## src/rtl/core/bfa_pkg.sv

```systemverilog
// ============================================================================
// bfa_pkg : shared types and constants of the bitmap frame allocator
// Request and status codes, register indexes, sequencer states and the
// configuration bundle passed from the top level to the sequencer.
// ============================================================================
`default_nettype none

package bfa_pkg;

    localparam int FRAME_W   = 17;
    localparam int FIRST_W   = 16;
    localparam int PHYS_W    = 28;
    localparam int OP_W      = 2;
    localparam int STATUS_W  = 2;
    localparam int CFG_IDX_W = 1;

    typedef enum logic [OP_W-1:0] {
        OP_ALLOC      = 2'd0,
        OP_FREE       = 2'd1,
        OP_RANGE_FREE = 2'd2,
        OP_RANGE_USED = 2'd3
    } t_op;

    typedef enum logic [STATUS_W-1:0] {
        ST_OK       = 2'd0,
        ST_NOMEM    = 2'd1,
        ST_RANGE    = 2'd2,
        ST_DBL_FREE = 2'd3
    } t_status;

    localparam logic [CFG_IDX_W-1:0] CFG_TOTAL_FRAMES = 1'd0;
    localparam logic [CFG_IDX_W-1:0] CFG_RESERVED_LOW = 1'd1;

    localparam logic [FRAME_W-1:0] TOTAL_RESET    = 17'd65536;
    localparam logic [FRAME_W-1:0] RESERVED_RESET = 17'd256;

    typedef enum logic [2:0] {
        S_FILL,
        S_IDLE,
        S_RD,
        S_EVAL,
        S_CNT,
        S_DONE
    } t_state;

    typedef struct packed {
        logic [FRAME_W-1:0] total;         // effective managed frame count
        logic [FRAME_W-1:0] reserved;      // range_free floor
        logic               reload;        // total_frames written this cycle
        logic [FRAME_W-1:0] reload_total;  // effective value being written
    } t_cfg;

endpackage

`default_nettype wire

```

## src/rtl/core/bfa_word_unit.sv

```systemverilog
// ============================================================================
// bfa_word_unit : shared bitmap word unit
// Masks one bitmap word to a frame window, picks the lowest free frame or
// sets/clears the window, and counts the bits that change.
// ============================================================================
`default_nettype none

module bfa_word_unit #(
    parameter int WORD_W = 64,
    parameter int WBL    = 6
) (
    input  wire logic [WORD_W-1:0] i_word,
    input  wire logic [WBL-1:0]    i_lo,
    input  wire logic [WBL:0]      i_hi,
    input  wire bfa_pkg::t_op      i_op,
    output logic      [WORD_W-1:0] o_word,
    output logic                   o_found,
    output logic      [WBL-1:0]    o_idx,
    output logic      [WBL:0]      o_delta
);

    logic [WORD_W-1:0] w_mask;
    logic [WORD_W-1:0] w_free;
    logic [WORD_W-1:0] w_pick;
    logic [WORD_W-1:0] w_chg;

    // window is bits [lo, hi); a shift by the full width yields zero, so hi = WORD_W keeps every bit from lo up
    assign w_mask = ({WORD_W{1'b1}} << i_lo) & ~({WORD_W{1'b1}} << i_hi);
    assign w_free = ~i_word & w_mask;
    // isolate the lowest free bit
    assign w_pick = w_free & (~w_free + WORD_W'(1));
    assign o_found = |w_pick;

    always_comb begin
        case (i_op)
            bfa_pkg::OP_ALLOC: begin
                w_chg  = w_pick;
                o_word = i_word | w_pick;
            end
            bfa_pkg::OP_FREE, bfa_pkg::OP_RANGE_FREE: begin
                w_chg  = i_word & w_mask;
                o_word = i_word & ~w_mask;
            end
            bfa_pkg::OP_RANGE_USED: begin
                w_chg  = w_free;
                o_word = i_word | w_mask;
            end
            default: begin
                w_chg  = '0;
                o_word = i_word;
            end
        endcase
    end

    always_comb begin
        o_idx = '0;
        for (int b = 0; b < WORD_W; b++) begin
            if (w_pick[b]) begin
                o_idx = o_idx | WBL'(b);
            end
        end
    end

    always_comb begin
        o_delta = '0;
        for (int b = 0; b < WORD_W; b++) begin
            o_delta = o_delta + (WBL+1)'(w_chg[b]);
        end
    end

endmodule

`default_nettype wire

```

## config.mk

```make
export PLATFORM = sky130hd
export DESIGN_NAME = bfa_word_unit
export DESIGN_NICKNAME = d
export VERILOG_FILES = /design/src/rtl/core/bfa_pkg.sv /design/src/rtl/core/bfa_word_unit.sv
export SDC_FILE = /design/constraint.sdc
export NUM_CORES = 1
export LEC_CHECK = 0
export ABC_AREA = 1
export BUFFER_PORTS_ARGS = -buffer_cell sky130_fd_sc_hd__buf_2
export CORE_MARGIN = 3
export CORE_UTILIZATION = 55
export DETAILED_ROUTE_END_ITERATION = 10
export PLACE_DENSITY_LB_ADDON = 0.1
export SYNTH_ARGS = -nofsm -noshare
export SYNTH_HDL_FRONTEND = slang
export SYNTH_SLANG_ARGS = --single-unit
```

## constraint.sdc

```tcl
create_clock -name vclk -period 10.5
set_clock_uncertainty 0.15 [all_clocks]
set_input_delay 1.05 -clock vclk [all_inputs]
set_output_delay 1.05 -clock vclk [all_outputs]
set_load 0.01 [all_outputs]
```

==> results of run 1 <==
metal layers:
metal | GRT usage | part of all wire
met3 | 0.162 | 0.16
met1 | 0.627 | 0.32
met5 | 0 | 0.00020
met2 | 0.797 | 0.40
met4 | 0.401 | 0.11
path summary, 6_finish.rpt:
path                    endpoint  depth (start not counted)  slack, ns
worst min-delay path  o_word[44]                          3       2.30
worst max-delay path  o_delta[6]                         29      -0.02
what timing repair did:
item | CTS | global route
gates resized for setup | 2 | 37
pin swaps | 0 | 1
endpoints found under the setup margin | 1 | 6
gates cloned | 0 | 1
buffers inserted | 0 | 1
cell families after synthesis:
group	Yosys count	synth area share
simple gates	898	0.477
buf+inv	319	0.152
compound gates	316	0.206
fa+ha+maj	71	0.160
xor+xnor	4	0.00434
stage by stage:
step	instances	hold slack (ns)	TNS (ns)	power (uW)
floorplan	1608	2.08	0	1580
global placement	1937	2.29	0	2300
detailed placement	1937	2.29	-0.0208	2490
CTS	1937	2.30	0	2510
global route	1939	2.31	-0.00454	2870
finish	1939	2.30	-0.0203	2700
cell type report:
class	instances	area, um^2	share of cell area
well taps	180	225	0.0241
inverters	264	991	0.106
repair buffers	205	1190	0.127
multi-input cells	1290	6950	0.743
synthesized netlist by cell type (6+ instances only):
master / instances
a211oi_1: 6
clkbuf_1: 35
o21ai_0: 152
nor2_2: 13
a21oi_1: 120
nand3_1: 174
buf_2: 16
a31oi_1: 22
inv_2: 7
nor3_1: 15
fa_1: 54
inv_1: 255
nand2_1: 394
nand3b_1: 15
nor2_1: 236
ha_1: 17
nand4_1: 42
power by group through the flow:
stage	sequential [uW]	combinational, uW	clock [uW]
2_1_floorplan	0	1580	0
3_3_place_gp	0	2300	0
3_5_place_dp	0	2490	0
4_1_cts	0	2510	0
5_1_grt	0	2870	0
6_report	0	2700	0
worst max-delay path: cells and delay by family:
family          cells  cell delay (ns)
fa+ha+maj           9             4.41
buf+inv             7             0.95
simple gates        8             1.87
compound gates      5             1.03
==> flow_summary.yaml, run 1 <==
status:
  status: "finished with violations"
  violations: "setup timing"
power_and_ir_drop:
  p_comb_frac: 1.000
  pwr_density_cell_nw_per_um2: 288
  power.net_switching_uw: 1630
  sw_frac_of_total: 0.604
  ir_drop_mv: 2.17
  p_int_uw: 1070
  clkPwrFrac: 0
  p_seq_frac: 0
  p_leak_uw: 0.00557
route:
  routedWlPerCell_um: 23.0
  viasPerCell: 6.59
  via_count: 12800
  drc: 0
  drt_iter0_markers: 2681
  drtPass1Iterations: 11
  wirelength_um: 44500
  ant_nets: 0
critical_path:
  timing.critical_path.mode_cell: "fa_1"
  slowest_delay_ns: 0.58
  arrival_ns: 9.32
  crit_path_start_kind: "input pin"
  critPathRequiredTime_ns: 9.30
  startpoint: "i_lo[3]"
  critPathKind: "in2out"
  crit_path_end_kind: "output port"
  slowest_stage: "fa_1"
  crit_fanout: 13
placement:
  hpwl_um: 35900
  place_ws_ns: -0.0208
  place_area_um2: 9230
  io_buffers: 157
  globalplace.congestion: 1.28
yosys:
  synthCells: 1608
  synth_top_cell_by_area: "nand2_1"
  syn_area_um2: 8070
  synth_top_area_frac: 0.183
  syn-num-nets: 1758
  synth_area_per_cell_um2: 5.02
  synthTopCellsByArea: "nand2_1 (18%), fa_1 (13%), inv_1 (12%)"
  seq_area_frac_synth: 0
  synth_cell_types: 41
  yosysWarnings: 0
cells_and_area:
  nFlopsAndLatches: 0
  area.sequential_um2: 0
  mostFrequentLayoutCell: "nand2_1"
  n_clock_buffer: 0
  antenna_cells: 0
  utilization: 0.664
  drive_gt1_frac: 0.146
  final_area_um2: 9360
  area_delta_synth_final_pct: 16.0
  final_cell_mix: "nand2_1 (390), inv_1 (253), nor2_1 (229), nand3_1 (172), buf_2 (156)"
  nets: 1911
  fillers: 1437
sta:
  worstMarginPinSlew_ns: 0.815
  clock.fmax_mhz: 95.1
  setup_viol: 1
  timing.final.ws_setup_ns: -0.0203
  max_slew_margin: 0.451
  drv_slew: 0
  finalHoldViolCount: 0
  period_minus_slack_ns: 10.52
  finalCritPeriodShare: 1.00
min_path:
  worstHoldStart: "i_word[44]"
  hold_path.class: "in2out"
die:
  die_area_um2: 16200
  dieHeight_um: 127
  core_area_um2: 14100
  die_x_um: 127
  rows: 43
  initial_core_util: 0.572
  ios: 157
run:
  cap_viol_max_count: 0
global_route:
  grt_max_degree: 79
  grt_first_pass_wirelength_um: 65300
  grt_pass1_vias: 11500
  grt_antenna_before_repair: 1
  globalRoute.totalOverflow: 0
  grt_use_total: 0.528
clocking:
  ctsHoldBuffers: 0
Note: power is estimated with default switching activity, not from simulation.
==> run 2, diff against run 1 <==
==> constraint.sdc (replaced) <==
create_clock -name vclk -period 10.5
set_clock_uncertainty 0.15 [all_clocks]
set_input_delay 1.575 -clock vclk [all_inputs]
set_output_delay 1.575 -clock vclk [all_outputs]
set_load 0.01 [all_outputs]
==> flow_summary.yaml, run 2 <==
global_route:
  grt_use_total: 0.626
  globalRoute.totalOverflow: 13
  grt_max_degree: 50
  grt_first_pass_wirelength_um: 78100
  grt_pass1_vias: 14400
die:
  ios: 157
  rows: 43
  initial_core_util: 0.572
  dieHeight_um: 127
  die_x_um: 127
yosys:
  synth_most_common_cell: "nand2_1"
  syn-num-nets: 1758
  synth_area_per_cell_um2: 5.02
  synthCells: 1608
  syn_area_um2: 8070
  synth_cell_types: 41
  synth_top_cell_by_area: "nand2_1"
  seq_area_frac_synth: 0
  synthTopCellsByArea: "nand2_1 (18%), fa_1 (13%), inv_1 (12%)"
  yosysWarnings: 0
  synth_top_area_frac: 0.183
  synthTopCellsByCount: "nand2_1 (394), inv_1 (255), nor2_1 (236), nand3_1 (174), o21ai_0 (152)"
status:
  error: "[ERROR GRT-0116] Global routing finished with congestion. Check the congestion regions in the DRC Viewer."
  stop_stage: "5_1_grt"
  status: "stopped before the end"
clocking:
  ctsHoldBuffers: 0
placement:
  place_ws_ns: -0.562
  io_buffers: 157
  hpwl_um: 36600
  globalplace.congestion: 1.30
## run 2: through the flow
| step | utilization | cells | area [um^2] |
|---|---|---|---|
| floorplan | - | 1608 | 8070 |
| global placement | 0.797 | 2198 | 11200 |
| detailed placement | 0.797 | 2198 | 11200 |
| CTS | 0.842 | 2208 | 11900 |
## run 2: repair_timing
action | CTS
resized for setup | 174
endpoints found under the hold margin | 0
pin swaps | 34
endpoints found under the setup margin | 6
gates cloned | 2
setup buffers | 8
## run 2: metal layers
layer | GRT overflow | track usage
met1 | 0 | 0.629
met2 | 4 | 0.810
met3 | 0 | 0.477
met4 | 9 | 0.577
met5 | 0 | 0.108
## run 2: kinds of logic after synthesis
kind of cell | after synthesis | share of synthesized area
adder cells (fa/ha/maj) | 71 | 0.160
AND/OR/NAND/NOR | 898 | 0.477
XOR/XNOR | 4 | 0.00434
AO/OA/AOI/OAI | 316 | 0.206
buffers and inverters | 319 | 0.152
==> run 3, diff against run 2 <==
--- a/config.mk
+++ b/config.mk
@@ -8,9 +8,9 @@
 export ABC_AREA = 1
 export BUFFER_PORTS_ARGS = -buffer_cell sky130_fd_sc_hd__buf_2
 export CORE_MARGIN = 3
-export CORE_UTILIZATION = 55
+export CORE_UTILIZATION = 40
 export DETAILED_ROUTE_END_ITERATION = 10
-export PLACE_DENSITY_LB_ADDON = 0.1
+export PLACE_DENSITY_LB_ADDON = 0.15
 export SYNTH_ARGS = -nofsm -noshare
 export SYNTH_HDL_FRONTEND = slang
 export SYNTH_SLANG_ARGS = --single-unit
==> flow_summary.yaml, run 3 (synthesized netlist as in run 1, its figures left out) <==
status:
  status: "finished with violations"
  violations: "setup timing"
die:
  rows: 51
  die_area_um2: 21900
  die_x_um: 148
  dieHeight_um: 148
  ios: 157
  initial_core_util: 0.410
  core_area_um2: 19700
route:
  drtPass1Iterations: 6
  via_count: 14400
  routedWlPerCell_um: 22.2
  ant_nets: 0
  wirelength_um: 54100
  drc: 0
  viasPerCell: 5.93
  drt_iter0_markers: 1834
cells_and_area:
  n_clock_buffer: 0
  final_cell_mix: "buf_4 (431), nand2_1 (313), inv_1 (232), nor2_1 (167), buf_2 (143)"
  antenna_cells: 0
  final_area_um2: 13900
  area.sequential_um2: 0
  fillers: 1761
  nFlopsAndLatches: 0
  mostFrequentLayoutCell: "buf_4"
  nets: 2323
  drive_gt1_frac: 0.419
  utilization: 0.708
  area_delta_synth_final_pct: 72.4
critical_path:
  timing.critical_path.mode_cell: "buf_4"
  arrival_ns: 8.99
  critPathKind: "in2out"
  crit_path_start_kind: "input pin"
  slowest_delay_ns: 0.22
  crit_path_end_kind: "output port"
  slowest_stage: "a211oi_2"
  crit_fanout: 5
  critPathRequiredTime_ns: 8.78
placement:
  hpwl_um: 42200
  io_buffers: 157
  globalplace.congestion: 1.14
  place_area_um2: 11700
sta:
  drv_slew: 0
  rsz0062_at_grt: "true"
  max_slew_margin: 0.534
  timing.final.ws_setup_ns: -0.217
  setup_viol: 5
  period_minus_slack_ns: 10.72
  clock.fmax_mhz: 93.3
  hold_slack_ns: 3.33
  finalCritPeriodShare: 1.02
  tns_ns: -0.597
  finalHoldViolCount: 0
  worstMarginPinSlew_ns: 0.693
power_and_ir_drop:
  ir_drop_mv: 1.62
  p_leak_uw: 0.00777
  pwr_density_cell_nw_per_um2: 231
run:
  cap_viol_max_count: 0
global_route:
  grt_antenna_before_repair: 1
  globalRoute.totalOverflow: 0
  grt_pass1_vias: 13500
  grt_use_total: 0.457
  grt_first_pass_wirelength_um: 76400
  grt_max_degree: 70
clocking:
  ctsHoldBuffers: 0
min_path:
  hold_path.class: "in2out"
run 3: repair_timing:
| action | 4_1_cts | 5_1_grt |
|---|---|---|
| endpoints found under the setup margin | 6 | 7 |
| buffers inserted | 90 | 18 |
| cloned | 2 | 0 |
| resized for setup | 244 | 183 |
| pin swaps | 68 | 74 |
run 3: final cells by class:
cell class	instances	area, um^2	share of cell area
multi-input cells	1289	8030	0.577
repair buffers	618	4540	0.326
inverters	264	1010	0.0727
well taps	265	332	0.0238
run 3: worst paths after layout:
| check | slack (ns) | endpoint | start | cells after the start |
|---|---|---|---|---|
| setup / recovery | -0.22 | o_delta[5] | i_hi[1] | 61 |
| hold / removal | 3.33 | o_word[44] | i_word[44] | 3 |
run 3: worst max-delay path, delay by kind of cell:
family / cells / cell delay [ns]
AOI/OAI and AO/OA: 4 / 0.61
xor gates and xnor gates: 1 / 0.14
adders and majority gates: 1 / 0.19
buffers and inverters: 48 / 5.92
and+or+nand+nor: 7 / 0.50
run 3: power by group:
part	switching, uW	total, uW	internal (uW)
registers	0	0	0
clock network	0	0	0
logic	1700	3210	1510
total	1700	3210	1510
run 3: through the flow:
stage	power (uW)	instances	setup slack (ns)
2_1_floorplan	1580	1608	0.363
3_3_place_gp	2660	2333	-0.499
3_5_place_dp	2720	2333	-0.555
4_1_cts	2900	2421	-0.0315
5_1_grt	3480	2436	-0.405
6_report	3210	2436	-0.217
run 3: metal layers:
metal | vias up | part of all wire | track usage
met4 | 4 | 0.12 | 0.371
met2 | 1165 | 0.42 | 0.730
met1 | 6525 | 0.35 | 0.540
met5 | - | 0.0018 | 0
met3 | 383 | 0.11 | 0.0760
li1 | 6359 | - | -
