## src/rtl/core/bfa_pkg.sv

```systemverilog
// ============================================================================
// bfa_pkg : shared types and constants of the bitmap frame allocator
// Request and status codes, register indexes, sequencer states and the
// configuration bundle passed from the top level to the sequencer.
// ============================================================================
`default_nettype none

package bfa_pkg;

    localparam int FRAME_W   = 17;
    localparam int FIRST_W   = 16;
    localparam int PHYS_W    = 28;
    localparam int OP_W      = 2;
    localparam int STATUS_W  = 2;
    localparam int CFG_IDX_W = 1;

    typedef enum logic [OP_W-1:0] {
        OP_ALLOC      = 2'd0,
        OP_FREE       = 2'd1,
        OP_RANGE_FREE = 2'd2,
        OP_RANGE_USED = 2'd3
    } t_op;

    typedef enum logic [STATUS_W-1:0] {
        ST_OK       = 2'd0,
        ST_NOMEM    = 2'd1,
        ST_RANGE    = 2'd2,
        ST_DBL_FREE = 2'd3
    } t_status;

    localparam logic [CFG_IDX_W-1:0] CFG_TOTAL_FRAMES = 1'd0;
    localparam logic [CFG_IDX_W-1:0] CFG_RESERVED_LOW = 1'd1;

    localparam logic [FRAME_W-1:0] TOTAL_RESET    = 17'd65536;
    localparam logic [FRAME_W-1:0] RESERVED_RESET = 17'd256;

    typedef enum logic [2:0] {
        S_FILL,
        S_IDLE,
        S_RD,
        S_EVAL,
        S_CNT,
        S_DONE
    } t_state;

    typedef struct packed {
        logic [FRAME_W-1:0] total;         // effective managed frame count
        logic [FRAME_W-1:0] reserved;      // range_free floor
        logic               reload;        // total_frames written this cycle
        logic [FRAME_W-1:0] reload_total;  // effective value being written
    } t_cfg;

endpackage

`default_nettype wire

```

## src/rtl/core/bfa_seq.sv

```systemverilog
// ============================================================================
// bfa_seq : request sequencer
// Walks bitmap words through the shared word unit, keeps the used count,
// runs the fill pass and holds the result register.
// ============================================================================
`default_nettype none

module bfa_seq #(
    parameter int MAX_FRAMES = 65536,
    parameter int PAGE_BYTES = 4096,
    parameter int WORD_W     = 64,
    parameter int WBL        = 6,
    parameter int MAP_WORDS  = 1024,
    parameter int AW         = 10
) (
    input  wire logic                          i_clk,
    input  wire logic                          i_rst_n,
    input  wire bfa_pkg::t_cfg                 i_cfg,
    // request channel
    input  wire logic                          i_in_valid,
    output logic                               o_in_stall,
    input  wire logic [bfa_pkg::OP_W-1:0]      i_op,
    input  wire logic [bfa_pkg::FIRST_W-1:0]   i_first_frame,
    input  wire logic [bfa_pkg::FRAME_W-1:0]   i_end_frame,
    // result channel
    output logic                               o_out_valid,
    input  wire logic                          i_out_stall,
    output logic [bfa_pkg::STATUS_W-1:0]       o_status,
    output logic [bfa_pkg::PHYS_W-1:0]         o_phys_address,
    output logic [bfa_pkg::FRAME_W-1:0]        o_used_count,
    output logic [bfa_pkg::FRAME_W-1:0]        o_free_count,
    // bitmap store
    output logic                               o_ram_we,
    output logic [AW-1:0]                      o_ram_waddr,
    output logic [WORD_W-1:0]                  o_ram_wdata,
    output logic                               o_ram_re,
    output logic [AW-1:0]                      o_ram_raddr,
    input  wire logic [WORD_W-1:0]             i_ram_rdata,
    // word unit
    output logic [WORD_W-1:0]                  o_unit_word,
    output logic [WBL-1:0]                     o_unit_lo,
    output logic [WBL:0]                       o_unit_hi,
    output bfa_pkg::t_op                       o_unit_op,
    input  wire logic [WORD_W-1:0]             i_unit_word,
    input  wire logic                          i_unit_found,
    input  wire logic [WBL-1:0]                i_unit_idx,
    input  wire logic [WBL:0]                  i_unit_delta
);

    localparam int FW     = bfa_pkg::FRAME_W;
    localparam int PW     = bfa_pkg::PHYS_W;
    localparam int FXW    = ((AW + WBL > FW) ? AW + WBL : FW) + 1;
    localparam logic [FW-1:0] RESET_USED =
        (MAX_FRAMES < 65536) ? FW'(MAX_FRAMES) : bfa_pkg::TOTAL_RESET;

    function automatic logic [AW-1:0] word_of(input logic [FW-1:0] f);
        logic [FXW-1:0] x;
        x = FXW'(f) >> WBL;
        return x[AW-1:0];
    endfunction

    bfa_pkg::t_state  r_state, n_state;
    bfa_pkg::t_op     r_op, n_op;
    bfa_pkg::t_status r_status, n_status;
    logic [AW-1:0]    r_fill, n_fill;
    logic [AW-1:0]    r_word, n_word;
    logic [AW-1:0]    r_last, n_last;
    logic [FW-1:0]    r_start, n_start;
    logic [FW-1:0]    r_stop, n_stop;
    logic [FW-1:0]    r_used, n_used;
    logic [FW-1:0]    r_hit_f, n_hit_f;
    logic             r_hit_ok, n_hit_ok;
    logic             r_found, n_found;
    logic [WBL:0]     r_delta, n_delta;
    logic             r_out_valid, n_out_valid;
    bfa_pkg::t_status r_out_status, n_out_status;
    logic [PW-1:0]    r_out_phys, n_out_phys;
    logic [FW-1:0]    r_out_used, n_out_used;
    logic [FW-1:0]    r_out_free, n_out_free;

    bfa_pkg::t_op     w_in_op;
    logic [FW-1:0]    w_first;
    logic [FW-1:0]    w_rstart;
    logic [FW-1:0]    w_rstop;
    logic [FXW-1:0]   w_base;
    logic [FXW-1:0]   w_lo_diff;
    logic [FXW-1:0]   w_hi_diff;
    logic [FXW-1:0]   w_hit_full;
    logic [FW-1:0]    w_delta_ext;

    assign w_in_op  = bfa_pkg::t_op'(i_op);
    assign w_first  = FW'(i_first_frame);
    assign w_rstart = (w_in_op == bfa_pkg::OP_RANGE_FREE && w_first < i_cfg.reserved)
                      ? i_cfg.reserved : w_first;
    assign w_rstop  = (i_end_frame < i_cfg.total) ? i_end_frame : i_cfg.total;

    // frame window of the current word
    assign w_base     = FXW'(r_word) << WBL;
    assign w_lo_diff  = FXW'(r_start) - w_base;
    assign w_hi_diff  = FXW'(r_stop) - w_base;
    assign w_hit_full = w_base + FXW'(i_unit_idx);
    assign w_delta_ext = FW'(r_delta);

    assign o_unit_word = i_ram_rdata;
    assign o_unit_op   = r_op;
    assign o_unit_lo   = (FXW'(r_start) > w_base) ? w_lo_diff[WBL-1:0] : '0;
    assign o_unit_hi   = (FXW'(r_stop) >= w_base + FXW'(WORD_W))
                         ? (WBL+1)'(WORD_W) : w_hi_diff[WBL:0];

    assign o_ram_raddr = r_word;

    always_comb begin
        n_state      = r_state;
        n_op         = r_op;
        n_status     = r_status;
        n_fill       = r_fill;
        n_word       = r_word;
        n_last       = r_last;
        n_start      = r_start;
        n_stop       = r_stop;
        n_used       = r_used;
        n_hit_f      = r_hit_f;
        n_hit_ok     = r_hit_ok;
        n_found      = r_found;
        n_delta      = r_delta;
        n_out_valid  = r_out_valid && i_out_stall;
        n_out_status = r_out_status;
        n_out_phys   = r_out_phys;
        n_out_used   = r_out_used;
        n_out_free   = r_out_free;
        o_ram_we     = 1'b0;
        o_ram_waddr  = r_word;
        o_ram_wdata  = i_unit_word;
        o_ram_re     = 1'b0;

        case (r_state)
            bfa_pkg::S_FILL: begin
                o_ram_we    = 1'b1;
                o_ram_waddr = r_fill;
                o_ram_wdata = '1;
                if (r_fill == AW'(MAP_WORDS - 1)) begin
                    n_state = bfa_pkg::S_IDLE;
                end else begin
                    n_fill = r_fill + AW'(1);
                end
            end
            bfa_pkg::S_IDLE: begin
                if (i_in_valid) begin
                    n_op     = w_in_op;
                    n_status = bfa_pkg::ST_OK;
                    n_hit_ok = 1'b0;
                    n_state  = bfa_pkg::S_DONE;
                    case (w_in_op)
                        bfa_pkg::OP_ALLOC: begin
                            if (i_cfg.total == '0) begin
                                n_status = bfa_pkg::ST_NOMEM;
                            end else begin
                                n_start = '0;
                                n_stop  = i_cfg.total;
                                n_word  = '0;
                                n_last  = word_of(i_cfg.total - FW'(1));
                                n_state = bfa_pkg::S_RD;
                            end
                        end
                        bfa_pkg::OP_FREE: begin
                            if (w_first >= i_cfg.total) begin
                                n_status = bfa_pkg::ST_RANGE;
                            end else begin
                                n_start = w_first;
                                n_stop  = w_first + FW'(1);
                                n_word  = word_of(w_first);
                                n_last  = word_of(w_first);
                                n_state = bfa_pkg::S_RD;
                            end
                        end
                        default: begin
                            // empty or inverted range answers ok at once
                            if (w_rstart < w_rstop) begin
                                n_start = w_rstart;
                                n_stop  = w_rstop;
                                n_word  = word_of(w_rstart);
                                n_last  = word_of(w_rstop - FW'(1));
                                n_state = bfa_pkg::S_RD;
                            end
                        end
                    endcase
                end
            end
            bfa_pkg::S_RD: begin
                o_ram_re = 1'b1;
                n_state  = bfa_pkg::S_EVAL;
            end
            bfa_pkg::S_EVAL: begin
                o_ram_we = 1'b1;
                n_delta  = i_unit_delta;
                n_found  = i_unit_found;
                n_hit_f  = w_hit_full[FW-1:0];
                n_state  = bfa_pkg::S_CNT;
            end
            bfa_pkg::S_CNT: begin
                if (r_op == bfa_pkg::OP_ALLOC || r_op == bfa_pkg::OP_RANGE_USED) begin
                    n_used = r_used + w_delta_ext;
                end else begin
                    n_used = r_used - w_delta_ext;
                end
                case (r_op)
                    bfa_pkg::OP_ALLOC: begin
                        if (r_found) begin
                            n_hit_ok = 1'b1;
                            n_state  = bfa_pkg::S_DONE;
                        end else if (r_word == r_last) begin
                            n_status = bfa_pkg::ST_NOMEM;
                            n_state  = bfa_pkg::S_DONE;
                        end else begin
                            n_word  = r_word + AW'(1);
                            n_state = bfa_pkg::S_RD;
                        end
                    end
                    bfa_pkg::OP_FREE: begin
                        n_status = (r_delta == '0) ? bfa_pkg::ST_DBL_FREE : bfa_pkg::ST_OK;
                        n_state  = bfa_pkg::S_DONE;
                    end
                    default: begin
                        if (r_word == r_last) begin
                            n_state = bfa_pkg::S_DONE;
                        end else begin
                            n_word  = r_word + AW'(1);
                            n_state = bfa_pkg::S_RD;
                        end
                    end
                endcase
            end
            bfa_pkg::S_DONE: begin
                // hold until the result register is free
                if (!r_out_valid || !i_out_stall) begin
                    n_out_valid  = 1'b1;
                    n_out_status = r_status;
                    n_out_phys   = r_hit_ok ? (PW'(r_hit_f) * PW'(PAGE_BYTES)) : '0;
                    n_out_used   = r_used;
                    n_out_free   = i_cfg.total - r_used;
                    n_state      = bfa_pkg::S_IDLE;
                end
            end
            default: begin
                n_state = bfa_pkg::S_IDLE;
            end
        endcase

        // a total_frames write marks every frame used
        if (i_cfg.reload) begin
            n_state = bfa_pkg::S_FILL;
            n_fill  = '0;
            n_used  = i_cfg.reload_total;
        end
    end

    always_ff @(posedge i_clk) begin
        if (!i_rst_n) begin
            r_state     <= bfa_pkg::S_FILL;
            r_fill      <= '0;
            r_used      <= RESET_USED;
            r_out_valid <= 1'b0;
        end else begin
            r_state     <= n_state;
            r_fill      <= n_fill;
            r_used      <= n_used;
            r_out_valid <= n_out_valid;
        end
    end

    always_ff @(posedge i_clk) begin
        r_op         <= n_op;
        r_status     <= n_status;
        r_word       <= n_word;
        r_last       <= n_last;
        r_start      <= n_start;
        r_stop       <= n_stop;
        r_hit_f      <= n_hit_f;
        r_hit_ok     <= n_hit_ok;
        r_found      <= n_found;
        r_delta      <= n_delta;
        r_out_status <= n_out_status;
        r_out_phys   <= n_out_phys;
        r_out_used   <= n_out_used;
        r_out_free   <= n_out_free;
    end

    assign o_in_stall     = (r_state != bfa_pkg::S_IDLE);
    assign o_out_valid    = r_out_valid;
    assign o_status       = r_out_status;
    assign o_phys_address = r_out_phys;
    assign o_used_count   = r_out_used;
    assign o_free_count   = r_out_free;

    a_busy_after_accept: assert property (@(posedge i_clk) disable iff (!i_rst_n)
        (i_in_valid && !o_in_stall) |=> o_in_stall)
        else $error("request beat taken but sequencer still open");

    a_used_bound: assert property (@(posedge i_clk) disable iff (!i_rst_n)
        (r_state == bfa_pkg::S_IDLE) |-> (r_used <= i_cfg.total))
        else $error("used count above managed frame count");

    a_phys_only_on_ok: assert property (@(posedge i_clk) disable iff (!i_rst_n)
        (r_out_valid && r_out_status != bfa_pkg::ST_OK) |-> (r_out_phys == '0))
        else $error("address reported on a failed request");

endmodule

`default_nettype wire

```

## config.mk

```make
export PLATFORM = sky130hd
export DESIGN_NAME = bfa_seq
export DESIGN_NICKNAME = d
export VERILOG_FILES = /design/src/rtl/core/bfa_pkg.sv /design/src/rtl/core/bfa_seq.sv
export SDC_FILE = /design/constraint.sdc
export NUM_CORES = 1
export LEC_CHECK = 0
export BUFFER_PORTS_ARGS = -buffer_cell sky130_fd_sc_hd__buf_4
export CORE_AREA = 4 4 177 179
export CTS_CLUSTER_DIAMETER = 50
export DETAILED_ROUTE_END_ITERATION = 10
export DIE_AREA = 0 0 181 183
export PLACE_DENSITY = 0.73
export SLEW_MARGIN = 20
export SYNTH_ARGS = -nofsm -noshare
export SYNTH_HDL_FRONTEND = slang
export SYNTH_SLANG_ARGS = --single-unit
```

## constraint.sdc

```tcl
create_clock -name i_clk -period 9.85 [get_ports i_clk]
set_input_delay 1.4775 -clock i_clk [delete_from_list [all_inputs] [get_ports i_clk]]
set_output_delay 1.4775 -clock i_clk [all_outputs]
set_load 0.1 [all_outputs]
```

==> flow_summary.ini, run 1 <==
[worst_setup_path]
path_max_fanout = 10
critPathArrivalTime_ns = 6.36
worstSetupEndpointType = flip-flop
crit_type = primary input to flip-flop
rr_worst_depth = 15
startpoint = i_first_frame[15]
worstReg2RegEnd = r_used[16]
worstPathRequired_ns = 9.93
r2r_start = r_delta[0]
cp-start-kind = primary input
crit_end = o_ram_raddr[3]
regToRegSetupSlack_ns = 6.12

[clocking]
clock_latency_ns = 0.44
cts_resized = 0
postCtsHoldBufs = 0
cts_setup_buffers = 0
cts.path.max_buffers = 2
h-tree-depth = 4
path_clk_slew_ns = 0.08
cts.sinks = 166
numCtsBuffers = 17
cts_tree = yes
cts_root_buffer = clkbuf_16

[place]
place.gp.congestion = 0.9131
dpl.hpwl_mm = 35.52
place_ws_ns = 3.223
io_buffer_count = 323

[layout]
area_growth_pct = 22.90
final_util_pct = 52.76
multiInputGateArea_sq_mm = 0.006984
diodes = 0
final_common_cell = buf_4
final_cell_mix = 332 x buf_4, 135 x edfxtp_1, 133 x nand2_1
drive_above_1_share_pct = 24.75
fill_cells = 2710
regArea_sq_mm = 0.004674
finalNetCount = 1961

[sta]
timing.final.crit_share_pct = 63.83
slew_headroom_pct = 28.35
finalHoldViolCount = 0
timing.hold.ws_ns = 0.4128
rsz0062_at_grt = false
max_freq_mhz = 159.1
min_period_ns = 6.287
worst_pin_slew_ns = 1.074
setup-tns-final_ns = 0
setup_viol_count_final = 0
clock_skew_ns = 0.01347
timing.final.ws_setup_ns = 3.563
slew_viol_final = 0

[grt]
grt_pass1_wl_mm = 65.18
grt_max_degree = 68
grtUsageTotal_pct = 25.34
use_met2_pct = 45.92
grt_use_met1_pct = 30.91
antenna_found_initial = 1
grt_pass1_vias = 10950
grt_use_met3_pct = 5.177
globalRouteOverflowTotal = 0
busiest_layer = met2

[power]
p_leak_uw = 0.006532
clkPwrFrac_pct = 37.6
ir_worst_vdd_mv = 0.1212
share_seq_of_total_power_pct = 42.1
intPower_uw = 1277
powerDensity_mw_per_mm2 = 118.4
swShare_pct = 30.83
power_uw = 1846
p_switching_uw = 569.0
combPwrFrac_pct = 20.3

[route]
drc = 0
wl_mm = 43.99
avgViaCountPerCell = 5.611
antenna_left = 0
wl_per_cell_um = 21.93
detailroute.via_count = 11255
drt-initial-drc-count = 780
dr.pass1.iters = 5

[yosys]
synth_cells = 1360
synth_edf_count = 135
synth.avg_cell_area_sq_um = 9.331
async_reset_ff_share_pct = 0
ys_ff_latch = 166
synth_ff_type = edfxtp_1
synth_warnings = 0
synth.cell_area_sq_mm = 0.01269
yosysUniqueCellTypes = 67
yosysSeqAreaShare_pct = 36.84

[die]
io_pins = 464
initial_core_util_pct = 42.93
die_h_um = 183
row_count = 63
dieArea_sq_mm = 0.03312
core_sq_mm = 0.02956
die_width_um = 181

[status]
outcome = finished, final reports clean

[job]
cap_violations = 0

[min_path]
hold_path.class = flip-flop to flip-flop
==> cell usage after synthesis, drive strengths merged, types with 3 or more instances <==
cell type	instances	area (sq um)
nand2b	70	437.9
mux2i	23	230.2
o211a	7	70.07
nor2b	20	125.1
or2	7	46.30
o21bai	4	30.03
o2111ai	5	43.79
xor2	22	192.7
a311oi	5	43.79
o21a	24	180.2
o211ai	25	187.7
or4	5	37.54
nor2	49	183.9
dfxtp	31	620.6
buf	82	596.8
edfxtp	135	4054
nand2	133	499.2
or3	10	67.56
and2	24	150.1
nor3b	4	30.03
o31a	4	35.03
and3	9	56.30
clkbuf	37	158.9
a31oi	16	100.1
and4	7	61.31
nor3	22	110.1
a21boi	8	60.06
nor4	8	86.33
nand3	36	180.2
a21o	12	90.09
mux2	15	168.9
a21oi	68	340.3
a211o	5	45.04
o21ai	90	450.4
xnor2	53	464.2
inv	90	337.8
nand3b	3	22.52
ha	123	1539
nand4	18	112.6
a211oi	10	75.07
o31ai	10	75.07
a22o	11	96.34
==> power groups by stage <==
stage	Combinational, uW	Clock [uW]	Sequential, uW
final	374	695	776
after CTS	371	702	776
after floorplan	357	0	787
after detailed placement	368	0	792
after global placement	362	0	792
after global routing	409	735	777
==> kinds of logic after synthesis <==
kind of cell,share of synthesized area (%)
adder cells (fa/ha/maj),12.44
XOR/XNOR,5.176
AND/OR/NAND/NOR,17.74
flip-flops,36.84
AO/OA/AOI/OAI,15.98
multiplexers,3.145
other,0.02955
buffers and inverters,8.647
==> worst min-delay path by stage <==
stage,cells after the start,slack (ns),endpoint,from
2_1_floorplan,0,0.40,o_status[0],r_status[0]
3_3_place_gp,0,0.41,o_status[1],r_status[1]
3_5_place_dp,0,0.41,o_status[0],r_status[0]
4_1_cts,0,0.41,o_status[1],r_status[1]
5_1_grt,0,0.42,o_status[1],r_status[1]
6_report,0,0.41,o_status[1],r_status[1]
==> layer usage <==
layer | up-vias | share of wire (%) | wire length [um]
met5 | - | 0.039 | 17
met4 | 2 | 2.1 | 913
met3 | 62 | 7.1 | 3135
met2 | 476 | 51 | 22430
met1 | 5415 | 40 | 17490
li1 | 5300 | - | -
==> registers in the layout (all words and copies together), names as in the netlist, 2 cells and up <==
signal and count:
o_free_count 17, o_used_count 17, r_start 17, r_stop 17, r_used 17, o_phys_address 16, r_hit_f 16, o_ram_raddr 10
r_fill 10, r_last 10, r_delta 7, r_state 3, o_status 2, o_unit_op 2, r_status 2
==> layout make-up <==
| class | count | share of cell area [%] |
|---|---|---|
| Timing Repair Buffer | 332 | 15.98 |
| Multi-Input combinational cell | 995 | 44.78 |
| Inverter | 91 | 2.190 |
| Tap cell | 390 | 3.129 |
| Clock inverter | 15 | 1.211 |
| Clock buffer | 17 | 2.728 |
| Sequential cell | 166 | 29.97 |
==> through the flow <==
step,cells,area (sq um)
after detailed placement,1974,14980
after global placement,1974,14980
after floorplan,1371,12730
final,2006,15600
after CTS,2006,15590
after global routing,2006,15600
==> critical path: stages <==
cell	delay [ns]
buf_4	0.14
ha_1	0.28
and2_1	0.17
a221oi_1	0.39
and3_1	0.22
a311oi_1	0.11
nor2_1	0.56
buf_4	0.30
mux2_2	0.36
ha_1	0.19
a2111oi_0	0.39
nand2_1	0.09
o22a_1	0.24
a21oi_1	0.16
o211a_1	0.16
a311oi_1	0.23
o31ai_1	0.41
o21a_1	0.46
Note: power is estimated with default switching activity, not from simulation.
==> run 2: changes to the inputs <==
clock period = 5.68 ns   (was 9.85 ns; I/O delays follow)
==> flow_summary.ini, run 2 (same netlist as run 1, synthesis figures left out) <==
[grt]
grt_max_degree = 68
grt_pass1_wl_mm = 63.71
antenna_found_initial = 1
globalRouteOverflowTotal = 0
grt_pass1_vias = 10957
grtUsageTotal_pct = 24.76

[layout]
final_common_cell = buf_4
multiInputGateArea_sq_mm = 0.007042
diodes = 0
final_cell_mix = 337 x buf_4, 135 x edfxtp_1, 133 x nand2_1
finalNetCount = 1966
final_util_pct = 53.10
drive_above_1_share_pct = 25.42
fill_cells = 2681
regArea_sq_mm = 0.004674
area_growth_pct = 23.69

[route]
detailroute.via_count = 11189
dr.pass1.iters = 5
wl_mm = 43.12
drc = 0
antenna_left = 0
avgViaCountPerCell = 5.564
drt-initial-drc-count = 678
wl_per_cell_um = 21.44

[worst_setup_path]
r2r_start = r_delta[0]
rr_worst_depth = 15
cp-start-kind = primary input
regToRegSetupSlack_ns = 1.93
worstSetupEndpointType = flip-flop
worstPathRequired_ns = 5.76
path_max_fanout = 10
worstReg2RegEnd = r_used[16]
crit_type = primary input to flip-flop
critPathArrivalTime_ns = 5.12
startpoint = i_first_frame[15]

[sta]
timing.final.crit_share_pct = 88.72
slew_viol_final = 0
slew_headroom_pct = 30.46
rsz0062_at_grt = false
max_freq_mhz = 198.4
worst_pin_slew_ns = 1.042
timing.hold.ws_ns = 0.4392
setup_viol_count_final = 0
clock_skew_ns = 0.01554
finalHoldViolCount = 0
min_period_ns = 5.039

[place]
io_buffer_count = 323
dpl.hpwl_mm = 34.99
place.gp.congestion = 0.9725

[power]
powerDensity_mw_per_mm2 = 204.2
p_leak_uw = 0.006578
power_uw = 3205
ir_worst_vdd_mv = 0.2108

[min_path]
hold_path_depth = 0
hold_path.class = flip-flop to flip-flop
hold_path_end = o_status[1]
min_from = r_status[1]

[clocking]
cts.path.max_buffers = 2
clock_latency_ns = 0.44
numCtsBuffers = 17
cts_setup_buffers = 0
h-tree-depth = 4
cts_resized = 0
path_clk_slew_ns = 0.07
cts.sinks = 166
postCtsHoldBufs = 0
cts_root_buffer = clkbuf_16
cts_tree = yes

[status]
outcome = finished, final reports clean

[die]
row_count = 63
dieArea_sq_mm = 0.03312
die_h_um = 183
core_sq_mm = 0.02956
io_pins = 464
initial_core_util_pct = 42.93
die_width_um = 181

[job]
cap_violations = 0
[run 2: cell count changes in the layout (fill, tap and decap cells not counted), moves of 2 or more]
cell      before  now
buf_4        332  337
a221oi_1       2    0
a221oi_2       0    2
a311oi_1       5    3
a311oi_2       0    2
inv_12         2    0
inv_8          5    3
[run 2: worst max-delay path by stage]
stage,end,slack [ns],cells past startpoint
floorplan,o_unit_hi[0],-0.23,11
global placement,o_ram_raddr[2],0.36,18
detailed placement,o_ram_raddr[1],0.28,18
CTS,o_ram_raddr[8],0.69,18
global route,o_ram_raddr[8],0.41,18
finish,o_ram_raddr[8],0.64,17
[run 2: metal layers]
| layer | GRT usage [%] | wire, um | up-vias |
|---|---|---|---|
| met4 | 6.815 | 1081 | 2 |
| met5 | 0 | 13 | - |
| li1 | - | - | 5310 |
| met2 | 44.98 | 21880 | 473 |
| met1 | 30.18 | 17310 | 5335 |
| met3 | 4.701 | 2827 | 69 |
[run 2: final cells by class]
class                           count  share of cell area (%)
Clock buffer                       18                   2.798
Clock inverter                     14                   1.156
Inverter                           91                   2.176
Multi-Input combinational cell    995                   44.86
Sequential cell                   166                   29.78
Tap cell                          390                   3.109
Timing Repair Buffer              337                   16.12
[run 2: per-stage QoR]
step | cells | setup slack [ns] | area [sq um] | setup TNS [ns]
finish | 2011 | 0.6406 | 15700 | 0
global placement | 1979 | 0.3555 | 15070 | 0
floorplan | 1371 | -0.2253 | 12790 | -1.352
global route | 2011 | 0.4149 | 15700 | 0
CTS | 2011 | 0.6931 | 15690 | 0
detailed placement | 1979 | 0.2787 | 15070 | 0
[run 2: critical path, cell delays in order]
cell,delay [ns]
buf_4,0.14
ha_1,0.32
and2_4,0.17
a221oi_2,0.25
and3_1,0.21
a311oi_2,0.12
nor2_2,0.47
mux2_2,0.42
ha_1,0.23
a2111oi_2,0.28
nand2_1,0.09
o22a_1,0.24
a21oi_1,0.17
o211a_1,0.17
a311oi_2,0.16
o31ai_1,0.35
o21a_1,0.45
[run 2: power by group]
| group | switching [uW] | internal, uW |
|---|---|---|
| sequential | 15.7 | 1330 |
| combinational | 373 | 283 |
| clock | 555 | 646 |
==> run 3: changes to the inputs <==
clock period = 4.6 ns   (was 5.68 ns; I/O delays follow)
==> flow_summary.ini, run 3 (same netlist as run 1, synthesis figures left out) <==
[die]
core_sq_mm = 0.02956
row_count = 63
io_pins = 464
die_width_um = 181
die_h_um = 183
dieArea_sq_mm = 0.03312
initial_core_util_pct = 42.93

[power]
ir_worst_vdd_mv = 0.2588
p_leak_uw = 0.006870
powerDensity_mw_per_mm2 = 247.0

[worst_setup_path]
worstPathRequired_ns = 4.74
crit_family = compound AO/OA/AOI/OAI gates
worstSetupEndpointType = flip-flop
path_cells = buf_4, inv_1, ha_1, a211oi_1, o211ai_1, a221oi_2, o21ai_2, mux2i_1, buf_4, ha_1, a2111oi_2, nand2_1, o22a_1, a21oi_1, o211a_1, a311oi_2, buf_4, nor4_4, buf_4, clkbuf_16
critPathArrivalTime_ns = 4.54
slowest_stage = a2111oi_2
cpMostUsedCell = buf_4
crit_path_max_incr_delay_ns = 0.35
crit_type = primary input to flip-flop
cp-start-kind = primary input
path_max_fanout = 16
path_buf_inv = 6

[grt]
grt_pass1_vias = 11245
grtUsageTotal_pct = 25.62
grt_max_degree = 42
grt_pass1_wl_mm = 65.67
antenna_found_initial = 2
globalRouteOverflowTotal = 0

[sta]
setup_viol_count_final = 0
finalHoldViolCount = 0
min_period_ns = 4.398
setup-tns-final_ns = 0
slew_headroom_pct = 27.92
max_freq_mhz = 227.4
worst_pin_slew_ns = 1.080
clock_skew_ns = 0.01854
slew_viol_final = 0
timing.final.ws_setup_ns = 0.2025
timing.final.crit_share_pct = 95.60

[clocking]
cts.sinks = 166
clock_latency_ns = 0.44
cts_root_buffer = clkbuf_16
postCtsHoldBufs = 0
cts_tree = yes
path_clk_slew_ns = 0.07
numCtsBuffers = 17
cts.path.max_buffers = 2
h-tree-depth = 4

[place]
io_buffer_count = 323
dp.cells = 2032
place_ws_ns = -0.2198
place.gp.congestion = 1.086
dpl.hpwl_mm = 36.36

[layout]
fin_cells = 2069
diodes = 0
final_common_cell = buf_4
drive_above_1_share_pct = 28.83
final_cell_mix = 391 x buf_4, 135 x edfxtp_1, 133 x nand2_1
finalNetCount = 2024
area_growth_pct = 28.27

[route]
drt-initial-drc-count = 855
avgViaCountPerCell = 5.547
wl_per_cell_um = 21.66
drc = 0
detailroute.via_count = 11477
dr.pass1.iters = 5
antenna_left = 0
wl_mm = 44.81

[job]
cap_violations = 0

[min_path]
hold_path.class = flip-flop to flip-flop

[status]
outcome = finished, final reports clean
-- run 3: cell count changes in the layout (fill, tap and decap cells not counted), moves of 2 or more --
cell,previous run,this run
ha_4,0,4
inv_6,3,8
clkinv_8,4,0
ha_1,123,119
a21boi_2,0,3
clkinv_4,3,1
inv_1,90,87
a21boi_0,8,2
buf_4,337,391
a21boi_4,0,3
o21ai_1,1,7
buf_12,0,2
o21ai_0,88,82
-- run 3: repair_timing --
action | in CTS | in global routing
setup buffers | 0 | 4
gates resized for setup | 0 | 3
setup endpoints to repair | 0 | 46
-- run 3: power breakdown --
part / switching [uW] / internal [uW]
combinational: 474 / 389
clock: 660 / 834
sequential: 20.3 / 1640
-- run 3: layout make-up --
class                           instances  area [sq um]
Clock inverter                         13         156.4
Inverter                               91         351.6
Sequential cell                       166          4674
Tap cell                              390         488.0
Timing Repair Buffer                  395          3012
Multi-Input combinational cell        995          7152
Fill cell                            2683         13280
Clock buffer                           19         442.9
-- run 3: per-stage QoR --
step	hold slack [ns]	cell area (sq um)	util [%]	total power, uW
3_3_place_gp	0.4099	15600	52.78	2519
4_1_cts	0.4160	16200	54.81	4020
3_5_place_dp	0.4124	15600	52.78	2539
6_report	0.4238	16280	55.06	4020
2_1_floorplan	0.4003	12910	-	2466
5_1_grt	0.4164	16280	55.06	4173
-- run 3: layer usage --
metal  part of all wire [%]  wire length, um  GRT usage, %
met5                  0.089               40             0
met4                    4.1             1853         10.69
met3                    6.4             2874         4.661
met2                     50            22250         45.42
met1                     40            17790         30.80
-- run 3: final timing paths --
check / from / endpoint / slack (ns) / cells after the start
setup / recovery: i_cfg[43] / r_stop[11] / 0.20 / 20
hold / removal: r_status[1] / o_status[1] / 0.42 / 0
setup reg to reg: r_delta[0] / r_used[16] / 0.82 / 15
hold reg to reg: r_status[1] / o_status[1] / 0.42 / 0
